<file path="src/rtl/hbit_pkg.sv">
// shared types and defaults for the hitbox intersection test
`default_nettype none

package hbit_pkg;

  localparam int unsigned HBIT_COORD_BITS = 16;

  typedef enum logic [1:0] {
    MODE_MISS = 2'd0,
    MODE_RECT = 2'd1,
    MODE_DIST = 2'd2
  } hbit_mode_e;

  typedef struct packed {
    hbit_mode_e mode;
    logic       rr_hit;
  } hbit_flags_t;

endpackage

`default_nettype wire

</file>
<file path="src/rtl/hbit_box_if.sv">
// input channel carrying one pair of hitboxes per beat
`default_nettype none

interface hbit_box_if #(
  parameter int unsigned COORD_BITS = hbit_pkg::HBIT_COORD_BITS
) ();
  logic                         valid;
  logic                         ready;
  logic                         first_kind;
  logic signed [COORD_BITS-1:0] first_x;
  logic signed [COORD_BITS-1:0] first_y;
  logic [COORD_BITS-1:0]        first_size;
  logic [COORD_BITS-1:0]        first_height;
  logic                         second_kind;
  logic signed [COORD_BITS-1:0] second_x;
  logic signed [COORD_BITS-1:0] second_y;
  logic [COORD_BITS-1:0]        second_size;
  logic [COORD_BITS-1:0]        second_height;
  logic                         same_box;

  modport source (
    output valid, first_kind, first_x, first_y, first_size, first_height,
    output second_kind, second_x, second_y, second_size, second_height, same_box,
    input  ready
  );

  modport sink (
    input  valid, first_kind, first_x, first_y, first_size, first_height,
    input  second_kind, second_x, second_y, second_size, second_height, same_box,
    output ready
  );
endinterface

`default_nettype wire

</file>
<file path="src/rtl/hbit_hit_if.sv">
// output channel carrying one hit bit per beat
`default_nettype none

interface hbit_hit_if ();
  logic valid;
  logic ready;
  logic hit;

  modport source (
    output valid, hit,
    input  ready
  );

  modport sink (
    input  valid, hit,
    output ready
  );
endinterface

`default_nettype wire

</file>
<file path="src/rtl/hbit_prep.sv">
// stage one: role selection, far edges, mode flags and radius (sum of both sizes for two circles)
`default_nettype none

module hbit_prep #(
  parameter  int unsigned COORD_BITS = hbit_pkg::HBIT_COORD_BITS,
  localparam int unsigned ExtBits    = COORD_BITS + 2,
  localparam int unsigned RadBits    = COORD_BITS + 1
) (
  input  wire logic                       clk_i,
  input  wire logic                       rst_ni,
  hbit_box_if.sink                        box_i,
  output      logic                       out_valid_o,
  input  wire logic                       out_ready_i,
  output      hbit_pkg::hbit_flags_t      flags_o,
  output      logic signed [ExtBits-1:0]  a_x_o,
  output      logic signed [ExtBits-1:0]  a_y_o,
  output      logic signed [ExtBits-1:0]  a_xe_o,
  output      logic signed [ExtBits-1:0]  a_ye_o,
  output      logic signed [ExtBits-1:0]  b_x_o,
  output      logic signed [ExtBits-1:0]  b_y_o,
  output      logic signed [ExtBits-1:0]  b_xe_o,
  output      logic signed [ExtBits-1:0]  b_ye_o,
  output      logic [RadBits-1:0]         r_o
);
  import hbit_pkg::*;

  logic                      valid_q;
  logic                      take;
  logic                      rect_first;
  logic                      both_circ;
  logic signed [ExtBits-1:0] x1, y1, w1, h1, x2, y2, w2, h2;
  logic signed [ExtBits-1:0] a_w, a_h, b_w, b_h;
  hbit_flags_t               flags_d, flags_q;
  logic signed [ExtBits-1:0] a_x_d, a_y_d, a_xe_d, a_ye_d, b_x_d, b_y_d, b_xe_d, b_ye_d;
  logic signed [ExtBits-1:0] a_x_q, a_y_q, a_xe_q, a_ye_q, b_x_q, b_y_q, b_xe_q, b_ye_q;
  logic [RadBits-1:0]        r_d, r_q;

  assign box_i.ready = !valid_q || out_ready_i;
  assign take        = box_i.valid && box_i.ready;

  assign x1 = {{2{box_i.first_x[COORD_BITS-1]}}, box_i.first_x};
  assign y1 = {{2{box_i.first_y[COORD_BITS-1]}}, box_i.first_y};
  assign w1 = {2'b00, box_i.first_size};
  assign h1 = {2'b00, box_i.first_height};
  assign x2 = {{2{box_i.second_x[COORD_BITS-1]}}, box_i.second_x};
  assign y2 = {{2{box_i.second_y[COORD_BITS-1]}}, box_i.second_y};
  assign w2 = {2'b00, box_i.second_size};
  assign h2 = {2'b00, box_i.second_height};

  // box a is the rectangle whenever there is one, box b the other box
  assign rect_first = !box_i.first_kind;
  assign both_circ  = box_i.first_kind && box_i.second_kind;

  assign a_x_d = rect_first ? x1 : x2;
  assign a_y_d = rect_first ? y1 : y2;
  assign a_w   = rect_first ? w1 : w2;
  assign a_h   = rect_first ? h1 : h2;
  assign b_x_d = rect_first ? x2 : x1;
  assign b_y_d = rect_first ? y2 : y1;
  assign b_w   = rect_first ? w2 : w1;
  assign b_h   = rect_first ? h2 : h1;

  // a circle centre stands as a zero-size interval
  assign a_xe_d = a_x_d + (both_circ ? ExtBits'(0) : a_w);
  assign a_ye_d = a_y_d + (both_circ ? ExtBits'(0) : a_h);
  assign b_xe_d = b_x_d + b_w;
  assign b_ye_d = b_y_d + b_h;

  assign r_d = both_circ ? ({1'b0, box_i.first_size} + {1'b0, box_i.second_size})
                         : {1'b0, (rect_first ? box_i.second_size : box_i.first_size)};

  always_comb begin
    flags_d.rr_hit = 1'b0;
    if (box_i.same_box) begin
      flags_d.mode = MODE_MISS;
    end else if (!box_i.first_kind && !box_i.second_kind) begin
      flags_d.mode = MODE_RECT;
    end else begin
      flags_d.mode = MODE_DIST;
    end
  end

  always_ff @(posedge clk_i or negedge rst_ni) begin
    if (!rst_ni) begin
      valid_q <= 1'b0;
    end else if (box_i.ready) begin
      valid_q <= box_i.valid;
    end
  end

  always_ff @(posedge clk_i) begin
    if (take) begin
      flags_q <= flags_d;
      a_x_q   <= a_x_d;
      a_y_q   <= a_y_d;
      a_xe_q  <= a_xe_d;
      a_ye_q  <= a_ye_d;
      b_x_q   <= b_x_d;
      b_y_q   <= b_y_d;
      b_xe_q  <= b_xe_d;
      b_ye_q  <= b_ye_d;
      r_q     <= r_d;
    end
  end

  assign out_valid_o = valid_q;
  assign flags_o     = flags_q;
  assign a_x_o       = a_x_q;
  assign a_y_o       = a_y_q;
  assign a_xe_o      = a_xe_q;
  assign a_ye_o      = a_ye_q;
  assign b_x_o       = b_x_q;
  assign b_y_o       = b_y_q;
  assign b_xe_o      = b_xe_q;
  assign b_ye_o      = b_ye_q;
  assign r_o         = r_q;

endmodule

`default_nettype wire

</file>
<file path="src/rtl/hbit_span.sv">
// stage two: rectangle overlap and clamped distance per axis
`default_nettype none

module hbit_span #(
  parameter  int unsigned COORD_BITS = hbit_pkg::HBIT_COORD_BITS,
  localparam int unsigned ExtBits    = COORD_BITS + 2,
  localparam int unsigned RadBits    = COORD_BITS + 1
) (
  input  wire logic                       clk_i,
  input  wire logic                       rst_ni,
  input  wire logic                       in_valid_i,
  output      logic                       in_ready_o,
  input  wire hbit_pkg::hbit_flags_t      flags_i,
  input  wire logic signed [ExtBits-1:0]  a_x_i,
  input  wire logic signed [ExtBits-1:0]  a_y_i,
  input  wire logic signed [ExtBits-1:0]  a_xe_i,
  input  wire logic signed [ExtBits-1:0]  a_ye_i,
  input  wire logic signed [ExtBits-1:0]  b_x_i,
  input  wire logic signed [ExtBits-1:0]  b_y_i,
  input  wire logic signed [ExtBits-1:0]  b_xe_i,
  input  wire logic signed [ExtBits-1:0]  b_ye_i,
  input  wire logic [RadBits-1:0]         r_i,
  output      logic                       out_valid_o,
  input  wire logic                       out_ready_i,
  output      hbit_pkg::hbit_flags_t      flags_o,
  output      logic [COORD_BITS-1:0]      dx_o,
  output      logic [COORD_BITS-1:0]      dy_o,
  output      logic [RadBits-1:0]         r_o
);
  import hbit_pkg::*;

  logic                      valid_q;
  logic                      take;
  hbit_flags_t               flags_d, flags_q;
  logic [COORD_BITS-1:0]     dx_d, dy_d, dx_q, dy_q;
  logic [RadBits-1:0]        r_q;
  logic signed [ExtBits-1:0] lo_x, hi_x, lo_y, hi_y;

  assign in_ready_o = !valid_q || out_ready_i;
  assign take       = in_valid_i && in_ready_o;

  assign lo_x = a_x_i - b_x_i;
  assign hi_x = b_x_i - a_xe_i;
  assign lo_y = a_y_i - b_y_i;
  assign hi_y = b_y_i - a_ye_i;

  // distance from the centre to the interval, zero inside it
  always_comb begin
    if (b_x_i < a_x_i) begin
      dx_d = lo_x[COORD_BITS-1:0];
    end else if (b_x_i > a_xe_i) begin
      dx_d = hi_x[COORD_BITS-1:0];
    end else begin
      dx_d = '0;
    end
    if (b_y_i < a_y_i) begin
      dy_d = lo_y[COORD_BITS-1:0];
    end else if (b_y_i > a_ye_i) begin
      dy_d = hi_y[COORD_BITS-1:0];
    end else begin
      dy_d = '0;
    end
  end

  // closed intervals, so touching edges overlap
  always_comb begin
    flags_d        = flags_i;
    flags_d.rr_hit = !((a_x_i > b_xe_i) || (a_xe_i < b_x_i) ||
                       (a_y_i > b_ye_i) || (a_ye_i < b_y_i));
  end

  always_ff @(posedge clk_i or negedge rst_ni) begin
    if (!rst_ni) begin
      valid_q <= 1'b0;
    end else if (in_ready_o) begin
      valid_q <= in_valid_i;
    end
  end

  always_ff @(posedge clk_i) begin
    if (take) begin
      flags_q <= flags_d;
      dx_q    <= dx_d;
      dy_q    <= dy_d;
      r_q     <= r_i;
    end
  end

  assign out_valid_o = valid_q;
  assign flags_o     = flags_q;
  assign dx_o        = dx_q;
  assign dy_o        = dy_q;
  assign r_o         = r_q;

`ifndef ASSERT_OFF
  a_span_hold: assert property (@(posedge clk_i) disable iff (!rst_ni)
    valid_q && !out_ready_i |=> valid_q && $stable(dx_q) && $stable(dy_q) && $stable(r_q))
    else $error("span stage lost or changed a stalled beat");
`endif

endmodule

`default_nettype wire

</file>
<file path="src/rtl/hbit_square.sv">
// stage three: squares of the axis distances and of the radius
`default_nettype none

module hbit_square #(
  parameter  int unsigned COORD_BITS = hbit_pkg::HBIT_COORD_BITS,
  localparam int unsigned RadBits    = COORD_BITS + 1,
  localparam int unsigned SqBits     = 2 * COORD_BITS,
  localparam int unsigned RsqBits    = 2 * RadBits
) (
  input  wire logic                  clk_i,
  input  wire logic                  rst_ni,
  input  wire logic                  in_valid_i,
  output      logic                  in_ready_o,
  input  wire hbit_pkg::hbit_flags_t flags_i,
  input  wire logic [COORD_BITS-1:0] dx_i,
  input  wire logic [COORD_BITS-1:0] dy_i,
  input  wire logic [RadBits-1:0]    r_i,
  output      logic                  out_valid_o,
  input  wire logic                  out_ready_i,
  output      hbit_pkg::hbit_flags_t flags_o,
  output      logic [SqBits-1:0]     dx_sq_o,
  output      logic [SqBits-1:0]     dy_sq_o,
  output      logic [RsqBits-1:0]    r_sq_o
);
  import hbit_pkg::*;

  logic               valid_q;
  logic               take;
  hbit_flags_t        flags_q;
  logic [SqBits-1:0]  dx_sq_d, dy_sq_d, dx_sq_q, dy_sq_q;
  logic [RsqBits-1:0] r_sq_d, r_sq_q;

  assign in_ready_o = !valid_q || out_ready_i;
  assign take       = in_valid_i && in_ready_o;

  assign dx_sq_d = SqBits'(dx_i) * SqBits'(dx_i);
  assign dy_sq_d = SqBits'(dy_i) * SqBits'(dy_i);
  assign r_sq_d  = RsqBits'(r_i) * RsqBits'(r_i);

  always_ff @(posedge clk_i or negedge rst_ni) begin
    if (!rst_ni) begin
      valid_q <= 1'b0;
    end else if (in_ready_o) begin
      valid_q <= in_valid_i;
    end
  end

  always_ff @(posedge clk_i) begin
    if (take) begin
      flags_q <= flags_i;
      dx_sq_q <= dx_sq_d;
      dy_sq_q <= dy_sq_d;
      r_sq_q  <= r_sq_d;
    end
  end

  assign out_valid_o = valid_q;
  assign flags_o     = flags_q;
  assign dx_sq_o     = dx_sq_q;
  assign dy_sq_o     = dy_sq_q;
  assign r_sq_o      = r_sq_q;

endmodule

`default_nettype wire

</file>
<file path="src/rtl/hbit_compare.sv">
// stage four: hit choice by mode, sum of squares against radius square, result register
`default_nettype none

module hbit_compare #(
  parameter  int unsigned COORD_BITS = hbit_pkg::HBIT_COORD_BITS,
  localparam int unsigned RadBits    = COORD_BITS + 1,
  localparam int unsigned SqBits     = 2 * COORD_BITS,
  localparam int unsigned RsqBits    = 2 * RadBits
) (
  input  wire logic                  clk_i,
  input  wire logic                  rst_ni,
  input  wire logic                  in_valid_i,
  output      logic                  in_ready_o,
  input  wire hbit_pkg::hbit_flags_t flags_i,
  input  wire logic [SqBits-1:0]     dx_sq_i,
  input  wire logic [SqBits-1:0]     dy_sq_i,
  input  wire logic [RsqBits-1:0]    r_sq_i,
  hbit_hit_if.source                 hit_o
);
  import hbit_pkg::*;

  logic              valid_q;
  logic              take;
  logic              hit_d, hit_q;
  logic [SqBits:0]   dist_sq;
  logic              in_reach;

  assign in_ready_o = !valid_q || hit_o.ready;
  assign take       = in_valid_i && in_ready_o;

  assign dist_sq  = {1'b0, dx_sq_i} + {1'b0, dy_sq_i};
  assign in_reach = {1'b0, dist_sq} <= r_sq_i;

  always_comb begin
    unique case (flags_i.mode)
      MODE_RECT: hit_d = flags_i.rr_hit;
      MODE_DIST: hit_d = in_reach;
      MODE_MISS: hit_d = 1'b0;
      default:   hit_d = 1'b0;
    endcase
  end

  always_ff @(posedge clk_i or negedge rst_ni) begin
    if (!rst_ni) begin
      valid_q <= 1'b0;
    end else if (in_ready_o) begin
      valid_q <= in_valid_i;
    end
  end

  always_ff @(posedge clk_i) begin
    if (take) begin
      hit_q <= hit_d;
    end
  end

  assign hit_o.valid = valid_q;
  assign hit_o.hit   = hit_q;

`ifndef ASSERT_OFF
  a_same_box_miss: assert property (@(posedge clk_i) disable iff (!rst_ni)
    take && (flags_i.mode == MODE_MISS) |=> valid_q && !hit_q)
    else $error("same-box beat produced a hit");
`endif

endmodule

`default_nettype wire

</file>
<file path="src/rtl/hitbox_intersection_test_core.sv">
// top level of the hitbox intersection test pipeline
// a result beat passes the prep, span, square and compare registers in that order
// throughput: one beat per cycle while the result is taken; four register stages, each with its own valid bit
// input ready drops only when all four stages hold a beat and the result is not taken
// reset clears the stage valid bits only; payload registers are not reset
`default_nettype none

module hitbox_intersection_test_core #(
  parameter int unsigned COORD_BITS = hbit_pkg::HBIT_COORD_BITS
) (
  input  wire logic  clk_i,
  input  wire logic  rst_ni,
  hbit_box_if.sink   box_i,
  hbit_hit_if.source hit_o
);
  import hbit_pkg::*;

  localparam int unsigned ExtBits = COORD_BITS + 2;
  localparam int unsigned RadBits = COORD_BITS + 1;
  localparam int unsigned SqBits  = 2 * COORD_BITS;
  localparam int unsigned RsqBits = 2 * RadBits;

  logic                      p_valid, p_ready;
  hbit_flags_t               p_flags;
  logic signed [ExtBits-1:0] p_a_x, p_a_y, p_a_xe, p_a_ye, p_b_x, p_b_y, p_b_xe, p_b_ye;
  logic [RadBits-1:0]        p_r;

  logic                      s_valid, s_ready;
  hbit_flags_t               s_flags;
  logic [COORD_BITS-1:0]     s_dx, s_dy;
  logic [RadBits-1:0]        s_r;

  logic                      q_valid, q_ready;
  hbit_flags_t               q_flags;
  logic [SqBits-1:0]         q_dx_sq, q_dy_sq;
  logic [RsqBits-1:0]        q_r_sq;

  hbit_prep #(.COORD_BITS(COORD_BITS)) u_prep (
    .clk_i       (clk_i),
    .rst_ni      (rst_ni),
    .box_i       (box_i),
    .out_valid_o (p_valid),
    .out_ready_i (p_ready),
    .flags_o     (p_flags),
    .a_x_o       (p_a_x),
    .a_y_o       (p_a_y),
    .a_xe_o      (p_a_xe),
    .a_ye_o      (p_a_ye),
    .b_x_o       (p_b_x),
    .b_y_o       (p_b_y),
    .b_xe_o      (p_b_xe),
    .b_ye_o      (p_b_ye),
    .r_o         (p_r)
  );

  hbit_span #(.COORD_BITS(COORD_BITS)) u_span (
    .clk_i       (clk_i),
    .rst_ni      (rst_ni),
    .in_valid_i  (p_valid),
    .in_ready_o  (p_ready),
    .flags_i     (p_flags),
    .a_x_i       (p_a_x),
    .a_y_i       (p_a_y),
    .a_xe_i      (p_a_xe),
    .a_ye_i      (p_a_ye),
    .b_x_i       (p_b_x),
    .b_y_i       (p_b_y),
    .b_xe_i      (p_b_xe),
    .b_ye_i      (p_b_ye),
    .r_i         (p_r),
    .out_valid_o (s_valid),
    .out_ready_i (s_ready),
    .flags_o     (s_flags),
    .dx_o        (s_dx),
    .dy_o        (s_dy),
    .r_o         (s_r)
  );

  hbit_square #(.COORD_BITS(COORD_BITS)) u_square (
    .clk_i       (clk_i),
    .rst_ni      (rst_ni),
    .in_valid_i  (s_valid),
    .in_ready_o  (s_ready),
    .flags_i     (s_flags),
    .dx_i        (s_dx),
    .dy_i        (s_dy),
    .r_i         (s_r),
    .out_valid_o (q_valid),
    .out_ready_i (q_ready),
    .flags_o     (q_flags),
    .dx_sq_o     (q_dx_sq),
    .dy_sq_o     (q_dy_sq),
    .r_sq_o      (q_r_sq)
  );

  hbit_compare #(.COORD_BITS(COORD_BITS)) u_compare (
    .clk_i      (clk_i),
    .rst_ni     (rst_ni),
    .in_valid_i (q_valid),
    .in_ready_o (q_ready),
    .flags_i    (q_flags),
    .dx_sq_i    (q_dx_sq),
    .dy_sq_i    (q_dy_sq),
    .r_sq_i     (q_r_sq),
    .hit_o      (hit_o)
  );

`ifndef ASSERT_OFF
  a_full_only_when_stalled: assert property (@(posedge clk_i) disable iff (!rst_ni)
    !box_i.ready |-> p_valid && s_valid && q_valid && hit_o.valid && !hit_o.ready)
    else $error("input held off while the pipeline has room");
`endif

endmodule

`default_nettype wire
</file>
<file path="src/flat_wrapper.sv">
// flat-port wrapper written by rule: the top's interface ports become plain ports
module hitbox_intersection_test_core_flat import hbit_pkg::*;
#(
  parameter int unsigned COORD_BITS = hbit_pkg::HBIT_COORD_BITS
)
  (clk_i, rst_ni, box_i_valid, box_i_first_kind, box_i_first_x, box_i_first_y, box_i_first_size, box_i_first_height, box_i_second_kind, box_i_second_x, box_i_second_y, box_i_second_size, box_i_second_height, box_i_same_box, box_i_ready, hit_o_valid, hit_o_hit, hit_o_ready);
  hbit_box_if #(.COORD_BITS(COORD_BITS)) box_i_i ();
  hbit_hit_if hit_o_i ();
  input  wire logic clk_i;
  input  wire logic rst_ni;
  input wire logic [$bits(box_i_i.valid)-1:0] box_i_valid;
  input wire logic [$bits(box_i_i.first_kind)-1:0] box_i_first_kind;
  input wire logic [$bits(box_i_i.first_x)-1:0] box_i_first_x;
  input wire logic [$bits(box_i_i.first_y)-1:0] box_i_first_y;
  input wire logic [$bits(box_i_i.first_size)-1:0] box_i_first_size;
  input wire logic [$bits(box_i_i.first_height)-1:0] box_i_first_height;
  input wire logic [$bits(box_i_i.second_kind)-1:0] box_i_second_kind;
  input wire logic [$bits(box_i_i.second_x)-1:0] box_i_second_x;
  input wire logic [$bits(box_i_i.second_y)-1:0] box_i_second_y;
  input wire logic [$bits(box_i_i.second_size)-1:0] box_i_second_size;
  input wire logic [$bits(box_i_i.second_height)-1:0] box_i_second_height;
  input wire logic [$bits(box_i_i.same_box)-1:0] box_i_same_box;
  output wire logic [$bits(box_i_i.ready)-1:0] box_i_ready;
  output wire logic [$bits(hit_o_i.valid)-1:0] hit_o_valid;
  output wire logic [$bits(hit_o_i.hit)-1:0] hit_o_hit;
  input wire logic [$bits(hit_o_i.ready)-1:0] hit_o_ready;
  assign box_i_i.valid = box_i_valid;
  assign box_i_i.first_kind = box_i_first_kind;
  assign box_i_i.first_x = box_i_first_x;
  assign box_i_i.first_y = box_i_first_y;
  assign box_i_i.first_size = box_i_first_size;
  assign box_i_i.first_height = box_i_first_height;
  assign box_i_i.second_kind = box_i_second_kind;
  assign box_i_i.second_x = box_i_second_x;
  assign box_i_i.second_y = box_i_second_y;
  assign box_i_i.second_size = box_i_second_size;
  assign box_i_i.second_height = box_i_second_height;
  assign box_i_i.same_box = box_i_same_box;
  assign box_i_ready = box_i_i.ready;
  assign hit_o_valid = hit_o_i.valid;
  assign hit_o_hit = hit_o_i.hit;
  assign hit_o_i.ready = hit_o_ready;
  hitbox_intersection_test_core #(.COORD_BITS(COORD_BITS)) u_core (.clk_i(clk_i), .rst_ni(rst_ni), .box_i(box_i_i), .hit_o(hit_o_i));
endmodule
</file>
<file path="config.mk">
export PLATFORM = sky130hd
export DESIGN_NAME = hitbox_intersection_test_core_flat
export DESIGN_NICKNAME = d
export VERILOG_FILES = /design/src/rtl/hbit_pkg.sv /design/src/rtl/hbit_box_if.sv /design/src/rtl/hbit_hit_if.sv /design/src/rtl/hbit_prep.sv /design/src/rtl/hbit_span.sv /design/src/rtl/hbit_square.sv /design/src/rtl/hbit_compare.sv /design/src/rtl/hitbox_intersection_test_core.sv /design/src/flat_wrapper.sv
export SDC_FILE = /design/constraint.sdc
export NUM_CORES = 2
export LEC_CHECK = 0
export BUFFER_PORTS_ARGS = -buffer_cell sky130_fd_sc_hd__buf_2
export CORE_ASPECT_RATIO = 1.5
export CORE_MARGIN = 2
export CORE_UTILIZATION = 59
export DETAILED_ROUTE_END_ITERATION = 6
export HOLD_SLACK_MARGIN = 0.03
export PLACE_DENSITY = 0.76
export SETUP_SLACK_MARGIN = 0.3
export SLEW_MARGIN = 20
export SYNTH_ARGS = -nofsm -noshare
export SYNTH_HDL_FRONTEND = slang
export SYNTH_SLANG_ARGS = --single-unit
</file>
<file path="constraint.sdc">
create_clock -name clk_i -period 7 [get_ports clk_i]
set_input_delay 0.7 -clock clk_i [delete_from_list [all_inputs] [get_ports clk_i]]
set_output_delay 0.7 -clock clk_i [all_outputs]
set_load 0.02 [all_outputs]
</file>
==> run summary <==
The leftover overflow at the end of global routing came out at 0. The cell area after technology mapping came out at 44520 sq um. The simple-gate area share of the yosys netlist is 10.64%. The clock tree synthesis step divided the H-tree into 2 levels. The CTS tree is built. The total wirelength of the detailed-routed design is 101900 um. The die is 228.3 um wide. The number of maximum-capacitance violations came out at 0. The number of optimization iterations in the first detailed-route pass is 6. The insertion delay to the later sink of the worst-skew pair is 0.56 ns.

After detailed routing, the number of remaining DRC violations is 0. The adder and majority gate portion of the synthesized area came out at 41.19%. The final RePlAce weighted congestion is 0.9182. The final clock period utilization by the worst path came out at 92.11%. The initial antenna violation count came out at 8. The core region is 74790 sq um. Setup repair after global routing could not meet its margin everywhere. The data arrival time of the worst path is 6.85 ns. The number of enable-type register cells in the synthesized netlist is 306. The highest clock rate came out at 155.1 MHz.

The count of endpoints failing hold in the final timing report was 0. The total number of yosys warnings is 0. For the worst setup path, the data required time is 7.40 ns. The count of buffers added on input and output ports is 137. The die height is 340.4 um. The fraction of registers with async set/reset came out at 1.290%. The proportion of netlist area held by the largest area contributor came out at 23.74%.

The ratio of routed vias to standard cells is 5.588. The clock net in this run drives a total of 310 sinks. The global router's overall resource usage is 26.53%. The critical path startpoint category is a flop. The post-synth net total came out at 5846. The via count of the first global-routing pass is 34467. By area the synthesized netlist is led by sky130_fd_sc_hd__fa_1 24%, sky130_fd_sc_hd__edfxtp_1 21%, sky130_fd_sc_hd__ha_1 17%. Clock-pin slew was measured on the worst setup and hold paths at 0.07 ns. The final period demand of the worst path is 6.447 ns. The instance count of the mapped netlist came out at 4562.

Clock tree synthesis selected as its root buffer the cell sky130_fd_sc_hd__clkbuf_16. The worst pin sits at a relative slew slack of 32.49%. The setup TNS after final layout came out at 0 ns. The number of fillers in the final layout came out at 6101. The HPWL after detailed placement came out at 85740 um.

STA classifies the critical path endpoint as a flop. The flow ran to the end, and the final reports show no timing, DRC or antenna violations. The worst hold path belongs to the class flop to flop. The biggest area contributor in the post-synthesis netlist is sky130_fd_sc_hd__fa_1. The top-level port count is 138. The final route contains 32420 vias.

On the final layout, the worst clock skew is 0.03682 ns. The max-slew violation count came out at 0. Entering global routing, the biggest net connects 80 pins. The mean instance size in the synthesized netlist came out at 9.759 sq um.

The share of synthesized area occupied by flip-flops and latches is 20.86%. The number of CTS-inserted buffers came out at 35. The synthesized design contains 310 register bits. By area, the combinational part of the netlist is dominated by adder cells. The area added between synthesis and finish came out at 8.552%.

The number of nets in the finished design came out at 6050. The slack of the worst reg-to-reg path came out at 0.55 ns. The instance area at placement is 46570 sq um. Setup violations remaining at the end of the flow were counted as 0. By startpoint and endpoint, the worst setup path is classified as flop to flop. The site row count came out at 123. The detailed router finished its first iteration with 1362 violations. The global-route wire length before repair is 165700 um.

In this run the worst path has a maximum fanout of 7. The complex-gate fraction of the synthesized area is 11.37%. The summed area of non-filler cells in the final layout came out at 48330 sq um. The die footprint came out at 77720 sq um. The area of the multi-input gates is 31420 sq um. Summing the areas of all xor and xnor instances in the mapped netlist gives 4.702% of the synthesized area. The average detailed-routed wire length per instance is 17.57 um.

The top flip-flop cell by instance count after synthesis is sky130_fd_sc_hd__edfxtp_1. The footprint of the flip-flops and latches came out at 9289 sq um. The unique cell type count in the Yosys netlist is 73. The proportion of synthesized area in mux cells came out at 2.501%. In the final layout, the share of cells above drive strength 1 is 9.286%. The maximum root-to-sink buffer count came out at 3. The initial core utilization came out at 59.53%. The count of nets left with antenna violations once routing finished came out at 0. At the pin with the least slew margin, the transition time is 1.013 ns.
==> sequential cells by signal, indices dropped and copies added (netlist names), 17 cells and up <==
| signal | cells |
|---|---|
| u_core.u_square.r_sq_o | 33 |
| u_core.u_square.dx_sq_o | 31 |
| u_core.u_square.dy_sq_o | 31 |
| u_core.u_prep.a_xe_o | 18 |
| u_core.u_prep.a_ye_o | 18 |
| u_core.u_prep.b_xe_o | 18 |
| u_core.u_prep.b_ye_o | 18 |
| u_core.u_prep.r_o | 17 |
| u_core.u_span.r_o | 17 |
==> logic make-up (layout without fill, tap and decap cells) <==
kind of cell,Yosys count,count (layout)
AO/OA/AOI/OAI,765,765
XOR/XNOR,239,239
adder cells (fa/ha/maj),1149,1149
buffers and inverters,1036,1266
flip-flops,310,310
multiplexers,100,100
other,0,10
AND/OR/NAND/NOR,963,963
==> metrics by stage <==
step	utilization (%)	instances	hold slack [ns]	worst slack, ns
final	64.62	5802	0.4194	0.5526
after global routing	64.62	5802	0.4227	0.2453
after detailed placement	62.26	5667	0.4045	0.2700
after CTS	63.93	5739	0.4176	0.3073
after floorplan	-	4562	0.4003	0.5138
after global placement	62.26	5667	0.4014	0.4267
==> synthesized netlist by cell type (all sizes together), types with 13 or more instances <==
cell	n
nand3	34
o31ai	15
o22ai	15
a21o	136
nand4	25
nand2b	44
mux2	90
a21boi	13
a21oi	216
fa	528
clkbuf	88
xor2	57
nand2	306
a22o	34
ha	621
inv	946
o21ai	132
nor2	193
or2	15
nor2b	66
a31oi	24
and2	164
xnor2	182
edfxtp	306
o21bai	25
o21a	46
and3	32
nor3	43
==> layout make-up <==
class / instances / area share, %
clock buffers: 39 / 1.887
inverters: 946 / 7.355
clock inverters: 24 / 0.5307
well taps: 1000 / 2.589
multi-input cells: 3216 / 65.01
flip-flops and latches: 310 / 19.22
repair buffers: 257 / 3.355
diodes: 10 / 0.05178
==> worst max-delay path, stage by stage, from the launching register on <==
cell and delay, ns:
sky130_fd_sc_hd__edfxtp_1 0.52, sky130_fd_sc_hd__buf_4 0.21, sky130_fd_sc_hd__and2_1 0.19, sky130_fd_sc_hd__fa_1 0.53, sky130_fd_sc_hd__inv_1 0.05, sky130_fd_sc_hd__fa_1 0.48
sky130_fd_sc_hd__inv_1 0.05, sky130_fd_sc_hd__fa_1 0.48, sky130_fd_sc_hd__fa_1 0.50, sky130_fd_sc_hd__fa_1 0.50, sky130_fd_sc_hd__inv_1 0.05, sky130_fd_sc_hd__fa_1 0.47
sky130_fd_sc_hd__inv_1 0.04, sky130_fd_sc_hd__ha_1 0.32, sky130_fd_sc_hd__nand2_1 0.06, sky130_fd_sc_hd__or2_2 0.28, sky130_fd_sc_hd__nor2_1 0.13, sky130_fd_sc_hd__o311ai_1 0.15
sky130_fd_sc_hd__nand2_1 0.12, sky130_fd_sc_hd__o221ai_2 0.13, sky130_fd_sc_hd__o21ai_1 0.18, sky130_fd_sc_hd__a21oi_1 0.12, sky130_fd_sc_hd__or4b_2 0.62, sky130_fd_sc_hd__nand3_1 0.11
==> cell usage in the layout, fill, tap and decap left out, drive strengths merged, types with 25 or more instances in the layout <==
cell / netlist / layout
a22o: 34 / 34
nor3: 43 / 43
xor2: 57 / 57
nand2b: 44 / 44
buf: 2 / 255
nand2: 306 / 306
o21ai: 132 / 132
xnor2: 182 / 182
fa: 528 / 528
edfxtp: 306 / 306
inv: 946 / 954
nor2b: 66 / 66
clkbuf: 88 / 40
a21oi: 216 / 216
nand4: 25 / 25
nand3: 34 / 34
and3: 32 / 32
mux2: 90 / 90
ha: 621 / 621
a21o: 136 / 136
o21a: 46 / 46
and2: 164 / 164
nor2: 193 / 193
o21bai: 25 / 25
==> routing by layer <==
| metal | share of wire [%] | vias to the layer above | global-route usage (%) | routed length (um) |
|---|---|---|---|---|
| li1 | - | 15427 | - | - |
| met1 | 36 | 15753 | 28.32 | 36720 |
| met2 | 53 | 891 | 49.61 | 53660 |
| met3 | 3.8 | 349 | 2.530 | 3875 |
| met4 | 7.5 | 0 | 17.57 | 7670 |
| met5 | 0 | - | 0 | 0 |
==> path summary, 6_finish.rpt <==
path                                                 start                                       to  depth (start not counted)
setup / recovery           u_core.u_span.dy_o[5]$_DFFE_PP_    u_core.u_square.dy_sq_o[28]$_DFFE_PP_                         23
hold / removal             u_core.u_prep.r_o[14]$_DFFE_PP_          u_core.u_span.r_o[14]$_DFFE_PP_                          0
setup reg to reg           u_core.u_span.dy_o[5]$_DFFE_PP_    u_core.u_square.dy_sq_o[28]$_DFFE_PP_                         23
hold reg to reg            u_core.u_prep.r_o[14]$_DFFE_PP_          u_core.u_span.r_o[14]$_DFFE_PP_                          0
max in group asynchronous                           rst_ni  u_core.u_square.out_valid_o$_DFFE_PN0P_                          2
min in group asynchronous                           rst_ni    u_core.u_span.out_valid_o$_DFFE_PN0P_                          2
==> repair_timing <==
action	4_1_cts	5_1_grt
hold buffers	1	0
buffers inserted	8	53
pin swaps	0	2
setup endpoints to repair	1	15
hold endpoints to repair	4	0
gates resized for setup	0	17
Power is not shown: default switching activity piles up to over one toggle a cycle in this logic, so the estimate is an artifact.
